[src/hw/rtl/population_std_deviation_macros.svh]
// Assertion macros used by the population standard deviation controller.
`ifndef POPULATION_STD_DEVIATION_MACROS_SVH
`define POPULATION_STD_DEVIATION_MACROS_SVH

// Same-cycle implication, disabled while rst is high.
`define POPSD_ASSERT_NOW(label, ante, cons, msg) \
  label: assert property (@(posedge clk) disable iff (rst) (ante) |-> (cons)) else $error(msg);

// Next-cycle implication, disabled while rst is high.
`define POPSD_ASSERT_NEXT(label, ante, cons, msg) \
  label: assert property (@(posedge clk) disable iff (rst) (ante) |=> (cons)) else $error(msg);

`endif

[src/hw/rtl/popsd_pkg.sv]
// Package: constants, payload structs and command struct for the std deviation block.
package popsd_pkg;

  localparam int MAX_SAMPLES = 4096;
  localparam int FRAC_BITS   = 8;
  localparam int SAMPLE_BITS = 16;

  // Port field widths
  localparam int SAMPLE_W = 16;
  localparam int STD_W    = 24;
  localparam int COUNT_W  = 13;

  // Accumulator widths
  localparam int SUM_W   = 28;
  localparam int SUMSQ_W = 43;
  localparam int SQ_W    = 2 * SAMPLE_BITS - 1;
  localparam int MAG_W   = SUM_W;

  // Final math widths
  localparam int SQLO_W  = 22;
  localparam int SQHI_W  = SUMSQ_W - SQLO_W;
  localparam int PLO_W   = COUNT_W + SQLO_W;
  localparam int PHI_W   = COUNT_W + SQHI_W;
  localparam int PROD_W  = 2 * MAG_W;
  localparam int RAD_W   = PROD_W + 2 * FRAC_BITS;
  localparam int ROOT_W  = RAD_W / 2;
  localparam int REM_W   = ROOT_W + 2;
  localparam int DREM_W  = COUNT_W;
  localparam int ITER_W  = $clog2(ROOT_W);
  localparam int STEPS   = ROOT_W;

  localparam logic [COUNT_W-1:0] COUNT_FULL = COUNT_W'(MAX_SAMPLES);

  typedef struct packed {
    logic signed [SAMPLE_W-1:0] sample;
    logic                       last;
  } item_t;

  typedef struct packed {
    logic [STD_W-1:0]   std_dev;
    logic [COUNT_W-1:0] sample_count;
    logic               overflow;
  } result_t;

  typedef struct packed {
    logic accumulate;
    logic load_abs;
    logic load_mul;
    logic load_sum;
    logic load_rad;
    logic sqrt_step;
    logic div_step;
    logic emit;
  } cmd_t;

endpackage

[src/hw/rtl/popsd_dp.sv]
// Datapath: accumulators, products, iterative square root and divider, result register.
module popsd_dp (
  input  logic               clk,
  input  logic               rst,
  input  popsd_pkg::cmd_t    cmd,
  input  popsd_pkg::item_t   item,
  output popsd_pkg::result_t result
);

  logic [popsd_pkg::COUNT_W-1:0]      count;
  logic signed [popsd_pkg::SUM_W-1:0] running_sum;
  logic [popsd_pkg::SUMSQ_W-1:0]      running_sum_sq;
  logic                               overflowed;

  logic [popsd_pkg::MAG_W-1:0]  s_mag;
  logic [popsd_pkg::PLO_W-1:0]  p_lo;
  logic [popsd_pkg::PHI_W-1:0]  p_hi;
  logic [popsd_pkg::PROD_W-1:0] sq;
  logic [popsd_pkg::PROD_W-1:0] prod;
  logic [popsd_pkg::RAD_W-1:0]  rad;
  logic [popsd_pkg::REM_W-1:0]  rem;
  logic [popsd_pkg::ROOT_W-1:0] root;
  logic [popsd_pkg::DREM_W-1:0] drem;

  logic signed [2*popsd_pkg::SAMPLE_W-1:0] sample_sq;
  logic [popsd_pkg::REM_W-1:0]    rem_sh;
  logic [popsd_pkg::REM_W-1:0]    trial;
  logic                           sqrt_ge;
  logic [popsd_pkg::DREM_W:0]     drem_sh;
  logic [popsd_pkg::DREM_W:0]     divisor;
  logic                           div_ge;
  logic [popsd_pkg::STD_W-1:0]    std_next;

  // Square the incoming sample
  assign sample_sq = item.sample * item.sample;

  // One digit of the square root per step
  always_comb begin
    rem_sh  = {rem[popsd_pkg::REM_W-3:0], rad[popsd_pkg::RAD_W-1 -: 2]};
    trial   = {root, 2'b01};
    sqrt_ge = (rem_sh >= trial);
  end

  // One quotient bit per step, root shifts out as dividend
  always_comb begin
    drem_sh = {drem, root[popsd_pkg::ROOT_W-1]};
    divisor = {1'b0, count};
    div_ge  = (drem_sh >= divisor);
  end

  // Saturate the quotient; an empty count gives zero
  always_comb begin
    if (count == '0) begin
      std_next = '0;
    end else if (|root[popsd_pkg::ROOT_W-1:popsd_pkg::STD_W]) begin
      std_next = '1;
    end else begin
      std_next = root[popsd_pkg::STD_W-1:0];
    end
  end

  // Accumulate samples until the count is full, clear as the result is loaded
  always_ff @(posedge clk) begin
    if (rst || cmd.emit) begin
      count          <= '0;
      running_sum    <= '0;
      running_sum_sq <= '0;
      overflowed     <= 1'b0;
    end else if (cmd.accumulate) begin
      if (count == popsd_pkg::COUNT_FULL) begin
        overflowed <= 1'b1;
      end else begin
        count          <= count + 1'b1;
        running_sum    <= running_sum + popsd_pkg::SUM_W'(item.sample);
        running_sum_sq <= running_sum_sq
                          + popsd_pkg::SUMSQ_W'(sample_sq[popsd_pkg::SQ_W-1:0]);
      end
    end
  end

  // Final computation registers
  always_ff @(posedge clk) begin
    if (cmd.load_abs) begin
      s_mag <= running_sum[popsd_pkg::SUM_W-1] ? popsd_pkg::MAG_W'(-running_sum)
                                               : popsd_pkg::MAG_W'(running_sum);
      p_lo  <= popsd_pkg::PLO_W'(count)
               * popsd_pkg::PLO_W'(running_sum_sq[popsd_pkg::SQLO_W-1:0]);
    end
    if (cmd.load_mul) begin
      sq   <= popsd_pkg::PROD_W'(s_mag) * popsd_pkg::PROD_W'(s_mag);
      p_hi <= popsd_pkg::PHI_W'(count)
              * popsd_pkg::PHI_W'(running_sum_sq[popsd_pkg::SUMSQ_W-1:popsd_pkg::SQLO_W]);
    end
    if (cmd.load_sum) begin
      prod <= popsd_pkg::PROD_W'({p_hi, {popsd_pkg::SQLO_W{1'b0}}})
              + popsd_pkg::PROD_W'(p_lo);
    end
    if (cmd.load_rad) begin
      rad  <= {prod - sq, {(2*popsd_pkg::FRAC_BITS){1'b0}}};
      rem  <= '0;
      root <= '0;
      drem <= '0;
    end else if (cmd.sqrt_step) begin
      rad  <= {rad[popsd_pkg::RAD_W-3:0], 2'b00};
      rem  <= sqrt_ge ? (rem_sh - trial) : rem_sh;
      root <= {root[popsd_pkg::ROOT_W-2:0], sqrt_ge};
    end else if (cmd.div_step) begin
      drem <= div_ge ? popsd_pkg::DREM_W'(drem_sh - divisor)
                     : drem_sh[popsd_pkg::DREM_W-1:0];
      root <= {root[popsd_pkg::ROOT_W-2:0], div_ge};
    end
  end

  // Hold the result for the output transfer
  always_ff @(posedge clk) begin
    if (cmd.emit) begin
      result.std_dev      <= std_next;
      result.sample_count <= count;
      result.overflow     <= overflowed;
    end
  end

endmodule

[src/hw/rtl/popsd_ctrl.sv]
// Controller: sequences accumulation, final products, square root, divide and output.
`include "population_std_deviation_macros.svh"

module popsd_ctrl (
  input  logic             clk,
  input  logic             rst,
  input  logic             item_valid,
  input  logic             item_last,
  output logic             item_ready,
  output logic             result_valid,
  input  logic             result_ready,
  output popsd_pkg::cmd_t  cmd
);

  typedef enum logic [2:0] {
    ST_IDLE,
    ST_ABS,
    ST_MUL,
    ST_ADD,
    ST_SUB,
    ST_SQRT,
    ST_DIV,
    ST_EMIT
  } state_t;

  localparam logic [popsd_pkg::ITER_W-1:0] LAST_ITER =
    popsd_pkg::ITER_W'(popsd_pkg::STEPS - 1);

  state_t                       state;
  logic [popsd_pkg::ITER_W-1:0] iter;
  logic                         item_xfer;
  logic                         out_free;

  assign item_ready = (state == ST_IDLE);
  assign item_xfer  = item_valid && item_ready;
  assign out_free   = !result_valid || result_ready;

  // Decode commands from state
  always_comb begin
    cmd            = '0;
    cmd.accumulate = item_xfer;
    cmd.load_abs   = (state == ST_ABS);
    cmd.load_mul   = (state == ST_MUL);
    cmd.load_sum   = (state == ST_ADD);
    cmd.load_rad   = (state == ST_SUB);
    cmd.sqrt_step  = (state == ST_SQRT);
    cmd.div_step   = (state == ST_DIV);
    cmd.emit       = (state == ST_EMIT) && out_free;
  end

  // Advance state, step counter and output valid
  always_ff @(posedge clk) begin
    if (rst) begin
      state        <= ST_IDLE;
      iter         <= '0;
      result_valid <= 1'b0;
    end else begin
      // Raise valid when the result loads, drop it after its transfer
      if (state == ST_EMIT && out_free) begin
        result_valid <= 1'b1;
      end else if (result_ready) begin
        result_valid <= 1'b0;
      end
      case (state)
        ST_IDLE: begin
          if (item_xfer && item_last) begin
            state <= ST_ABS;
          end
        end
        ST_ABS: state <= ST_MUL;
        ST_MUL: state <= ST_ADD;
        ST_ADD: state <= ST_SUB;
        ST_SUB: begin
          iter  <= '0;
          state <= ST_SQRT;
        end
        ST_SQRT: begin
          if (iter == LAST_ITER) begin
            iter  <= '0;
            state <= ST_DIV;
          end else begin
            iter <= iter + 1'b1;
          end
        end
        ST_DIV: begin
          if (iter == LAST_ITER) begin
            iter  <= '0;
            state <= ST_EMIT;
          end else begin
            iter <= iter + 1'b1;
          end
        end
        ST_EMIT: begin
          if (out_free) begin
            state <= ST_IDLE;
          end
        end
        default: state <= ST_IDLE;
      endcase
    end
  end

  `POPSD_ASSERT_NEXT(a_last_starts_calc, item_xfer && item_last, state == ST_ABS,
                     "last sample did not start the final computation")
  `POPSD_ASSERT_NOW(a_iter_bound, state == ST_SQRT || state == ST_DIV, iter <= LAST_ITER,
                    "step counter ran past the digit count")
  `POPSD_ASSERT_NEXT(a_sqrt_to_div, state == ST_SQRT && iter == LAST_ITER,
                     state == ST_DIV && iter == '0,
                     "square root did not hand over to the divider")
  `POPSD_ASSERT_NOW(a_valid_from_emit, $rose(result_valid), $past(state) == ST_EMIT,
                    "result appeared outside the emit step")

endmodule

[src/hw/rtl/population_std_deviation.sv]
// Top level: population standard deviation over a run of signed samples.
//
//  channel  | handshake                   | payload
//  ---------+-----------------------------+----------------------------------------
//  item     | item_valid / item_ready     | sample (s16), last
//  result   | result_valid / result_ready | std_dev (u24, 8 frac), sample_count, overflow
//
// Samples that are not marked last are taken back to back.
// After the last sample the block forms the products and their difference
// (ABS, MUL, ADD, SUB), runs the 36-digit square root (one digit a cycle),
// divides by the count (one quotient bit a cycle) and loads the result
// register before the result is offered; item_ready is low meanwhile.
// A stalled result holds the block at the emit step until the output register frees.
// rst is synchronous and clears the accumulators, the sequencer and result_valid.
module population_std_deviation (
  input  logic               clk,
  input  logic               rst,
  input  logic               item_valid,
  output logic               item_ready,
  input  popsd_pkg::item_t   item,
  output logic               result_valid,
  input  logic               result_ready,
  output popsd_pkg::result_t result
);

  popsd_pkg::cmd_t cmd;

  // Sequence the work
  popsd_ctrl u_ctrl (
    .clk          (clk),
    .rst          (rst),
    .item_valid   (item_valid),
    .item_last    (item.last),
    .item_ready   (item_ready),
    .result_valid (result_valid),
    .result_ready (result_ready),
    .cmd          (cmd)
  );

  // Do the arithmetic
  popsd_dp u_dp (
    .clk    (clk),
    .rst    (rst),
    .cmd    (cmd),
    .item   (item),
    .result (result)
  );

endmodule

[config.mk]
export PLATFORM = sky130hd
export DESIGN_NAME = population_std_deviation
export DESIGN_NICKNAME = d
export VERILOG_FILES = /design/src/hw/rtl/popsd_pkg.sv /design/src/hw/rtl/popsd_dp.sv /design/src/hw/rtl/popsd_ctrl.sv /design/src/hw/rtl/population_std_deviation.sv
export VERILOG_INCLUDE_DIRS = /design/src /design/src/hw/rtl
export SDC_FILE = /design/constraint.sdc
export NUM_CORES = 2
export LEC_CHECK = 0
export BUFFER_PORTS_ARGS = -buffer_cell sky130_fd_sc_hd__buf_2
export CORE_UTILIZATION = 60
export CTS_CLUSTER_SIZE = 14
export DETAILED_ROUTE_END_ITERATION = 16
export HOLD_SLACK_MARGIN = 0.12
export PLACE_DENSITY = 0.88
export SLEW_MARGIN = 40
export SYNTH_ARGS = -nofsm -noshare
export SYNTH_HDL_FRONTEND = slang
export SYNTH_SLANG_ARGS = --single-unit
[constraint.sdc]
create_clock -name clk -period 9.1 [get_ports clk]
set_input_delay 1.365 -clock clk [delete_from_list [all_inputs] [get_ports clk]]
set_output_delay 1.365 -clock clk [all_outputs]
set_load 0.05 [all_outputs]
==> impl_results.md <==
* Final instance area at 78400 sq um
* Syn Inst Count at 8003
* Overall Global Routing Usage at 30.7%
* Setup TNS at 0 ps
* Avg Cell Area, Syn at 9.26 sq um
* DR WL/cell at 19.6 um
* Drt drc at 0
* Register area share after synthesis at 17.1%
* CTS tree: yes
* Routed wire length at 188 mm
* Initial Utilization at 60.7%
* Die X at 353 um
* Max Cap Viol at 0
* Cell Rows at 128
* Initial antenna violation count at 3
* Vias at 56.2k
* Largest fanout on the critical path at 13
* Fin. max-slew vios at 0
* Pin slew with the least headroom to its limit at 979 ps
* Seq cells post-synth at 482
* Layout cell share with drive strength beyond 1 at 4.55%
* Post-synth top flop: edfxtp_1
* Vias in the first global route at 60.0k
* Outcome: finished, final reports clean
* Max-slew headroom at 34.7%
* Post-synth EDFFs at 302
* Hold Crit Class: reg2reg
* DP Area at 76500 sq um
* Routability cong. at 0.959
* WP data required at 9500 ps
* Top-area cell type share of the netlist area at 34.0%
* Syn nets at 9935
* Placeable Area at 122000 sq um
* Root Buffer: clkbuf_16
* IO buf count at 60
* Post-DRT Antenna Nets at 0
* CTS Buffer Depth at 3
* Final hold vios at 0
* Detailed Route Iter0 Violations at 4589
* Fin crit period at 8600 ps
* Final setup fails at 0
* IO Pins at 61
* DP Wirelength at 152 mm
* P&R area growth vs syn at 5.77%
* Num CTS Buffers at 54
* Post-CTS Hold Fix Bufs at 0
* Clk slew on worst S/H paths at 60 ps
* H-tree levels at 2
* Critical path arrival at 9000 ps
* Routed vias/inst at 5.84
* Area leader, netlist: fa_1
* Critical path class: reg2reg
* Yosys cell types at 83
* Final #Nets at 9885
* Die ar. at 125000 sq um
* First-pass GRT wire length at 307 mm
* Startpoint types: flip-flop
* Post-CTS sizing at 0
* Fin Clk Skew at 60.1 ps
* Synth warnings at 0
* Area contributors post-synth: fa_1 (34%), edfxtp_1 (12%), ha_1 (11%)
* RSZ-0062 raised after global routing: no
* Ys async rst share at 0%
* Die height at 353 um
* Post-CTS Setup Bufs at 0
* Pin count of the biggest net entering global routing at 113
* Fin crit share at 94.5%
* GRT overflow at 0
* Synth Cell Area at 74100 sq um
* # clock sinks at 482
* Drt first pass iters at 8
* Fmax at 116 MHz
* Setup crit end kind: flip-flop
* Skew-Pair Late Insertion Delay at 700 ps
final timing paths:
| path | from | end | slack (ps) | depth (start not counted) |
|---|---|---|---|---|
| setup reg to reg | u_dp.s_mag[2] | u_dp.sq[52] | 500 | 25 |
| hold reg to reg | u_dp.p_lo[8] | u_dp.prod[8] | 410 | 0 |
| hold / removal | u_dp.p_lo[8] | u_dp.prod[8] | 410 | 0 |
| setup / recovery | u_dp.s_mag[2] | u_dp.sq[52] | 500 | 25 |
cells in the final DEF (no fill, tap or decap), types with 13 or more instances in the layout:
master and instances:
inv_1 1619, fa_1 1259, nand2_1 959, ha_1 652, and2_1 405, nor2_1 329
a21oi_1 325, edfxtp_1 302, xnor2_1 253, o21ai_0 250, dfxtp_1 167, a21o_1 150
nand3_1 138, buf_4 130, xor2_1 113, buf_2 61, o21a_1 57, nor3_1 55
clkbuf_16 55, and3_1 47, nand4_1 42, nand2b_1 41, o21bai_1 38, mux2i_1 38
a211oi_1 36, nor2b_1 34, a31oi_1 32, o211ai_1 30, or3_1 29, o31ai_1 25
nor4_1 15, or2_2 14, clkinv_1 14, a211o_1 13
registers in the layout, indices dropped and copies added, names as in the netlist, 28 cells and up:
signal,flops
u_dp.prod,56
u_dp.root,36
u_dp.running_sum,28
u_dp.sq,55
u_dp.running_sum_sq,43
u_dp.rad,56
u_dp.rem,36
u_dp.result,38
u_dp.p_lo,35
u_dp.s_mag,28
u_dp.p_hi,34
cells by family (layout without fill, tap and decap cells):
group,Yosys count,after routing,synth area share [%]
simple gates,2169,2169,13.8
buf+inv,1937,1931,9.83
fa+ha+maj,1911,1911,45.0
compound gates,1097,1097,9.43
flops,482,482,17.1
xor+xnor,366,366,4.32
mux,41,41,0.559
other cells,0,2,0
layer usage:
metal | vias to the layer above | wire (um) | GRT usage (%)
li1 | 25100 | - | -
met1 | 27900 | 71200 | 38.3
met2 | 2566 | 90100 | 51.4
met3 | 631 | 16400 | 5.72
met4 | 4 | 10600 | 15.2
met5 | - | 23 | 0
worst max-delay path, stage by stage, from the launching register on:
cell and delay, ps:
edfxtp_1 970, buf_4 350, nand2_1 100, fa_1 510, inv_1 80, fa_1 500, fa_1 520, fa_1 520
inv_1 50, fa_1 500, inv_1 50, ha_1 260, inv_1 50, fa_1 530, inv_1 40, ha_1 380
a21o_1 230, a221oi_1 310, o31a_1 270, o211ai_1 320, a22o_1 340, o41ai_2 540, o211ai_1 300, a21o_1 250
a21oi_1 170, xnor2_1 130
final cells by class:
cell class | count | area, sq um
diodes | 2 | 5.00
inverters | 1630 | 6120
multi-input cells | 5584 | 54200
clock buffers | 67 | 1460
repair buffers | 201 | 1450
flip-flops and latches | 482 | 12700
well taps | 1625 | 2030
clock inverters | 33 | 392
fillers | 9135 | 43800
Yosys cell counts, types with 8 or more instances:
library cell and n:
inv_1 1620, fa_1 1259, nand2_1 962, ha_1 652, and2_1 406, nor2_1 333, a21oi_1 325, edfxtp_1 302
clkbuf_1 277, xnor2_1 253, o21ai_0 250, dfxtp_1 180, a21o_1 150, nand3_1 140, xor2_1 113, o21a_1 57
nor3_1 55, and3_1 47, nand4_1 42, nand2b_1 41, mux2i_1 38, o21bai_1 38, a211oi_1 36, nor2b_1 36
a31oi_1 32, o211ai_1 30, or3_1 29, o31ai_1 25, buf_1 23, nor4_1 15, or2_2 14, a211o_1 13
a31o_2 12, a21boi_0 11, and4_1 11, o31a_1 11, or4_1 11, a2111oi_0 10, o41ai_1 10, nor3b_1 9
a32oi_1 8, clkinv_1 8, o22ai_1 8
metrics by stage:
stage	hold slack [ps]	util, %	worst slack (ps)	instances
6_report	415	64.2	503	9624
2_1_floorplan	400	-	336	8003
3_3_place_gp	403	62.5	146	9515
5_1_grt	423	64.2	133	9622
3_5_place_dp	405	62.6	69.7	9522
4_1_cts	417	64.1	694	9622
Power is not shown: default switching activity piles up to over one toggle a cycle in this logic, so the estimate is an artifact.
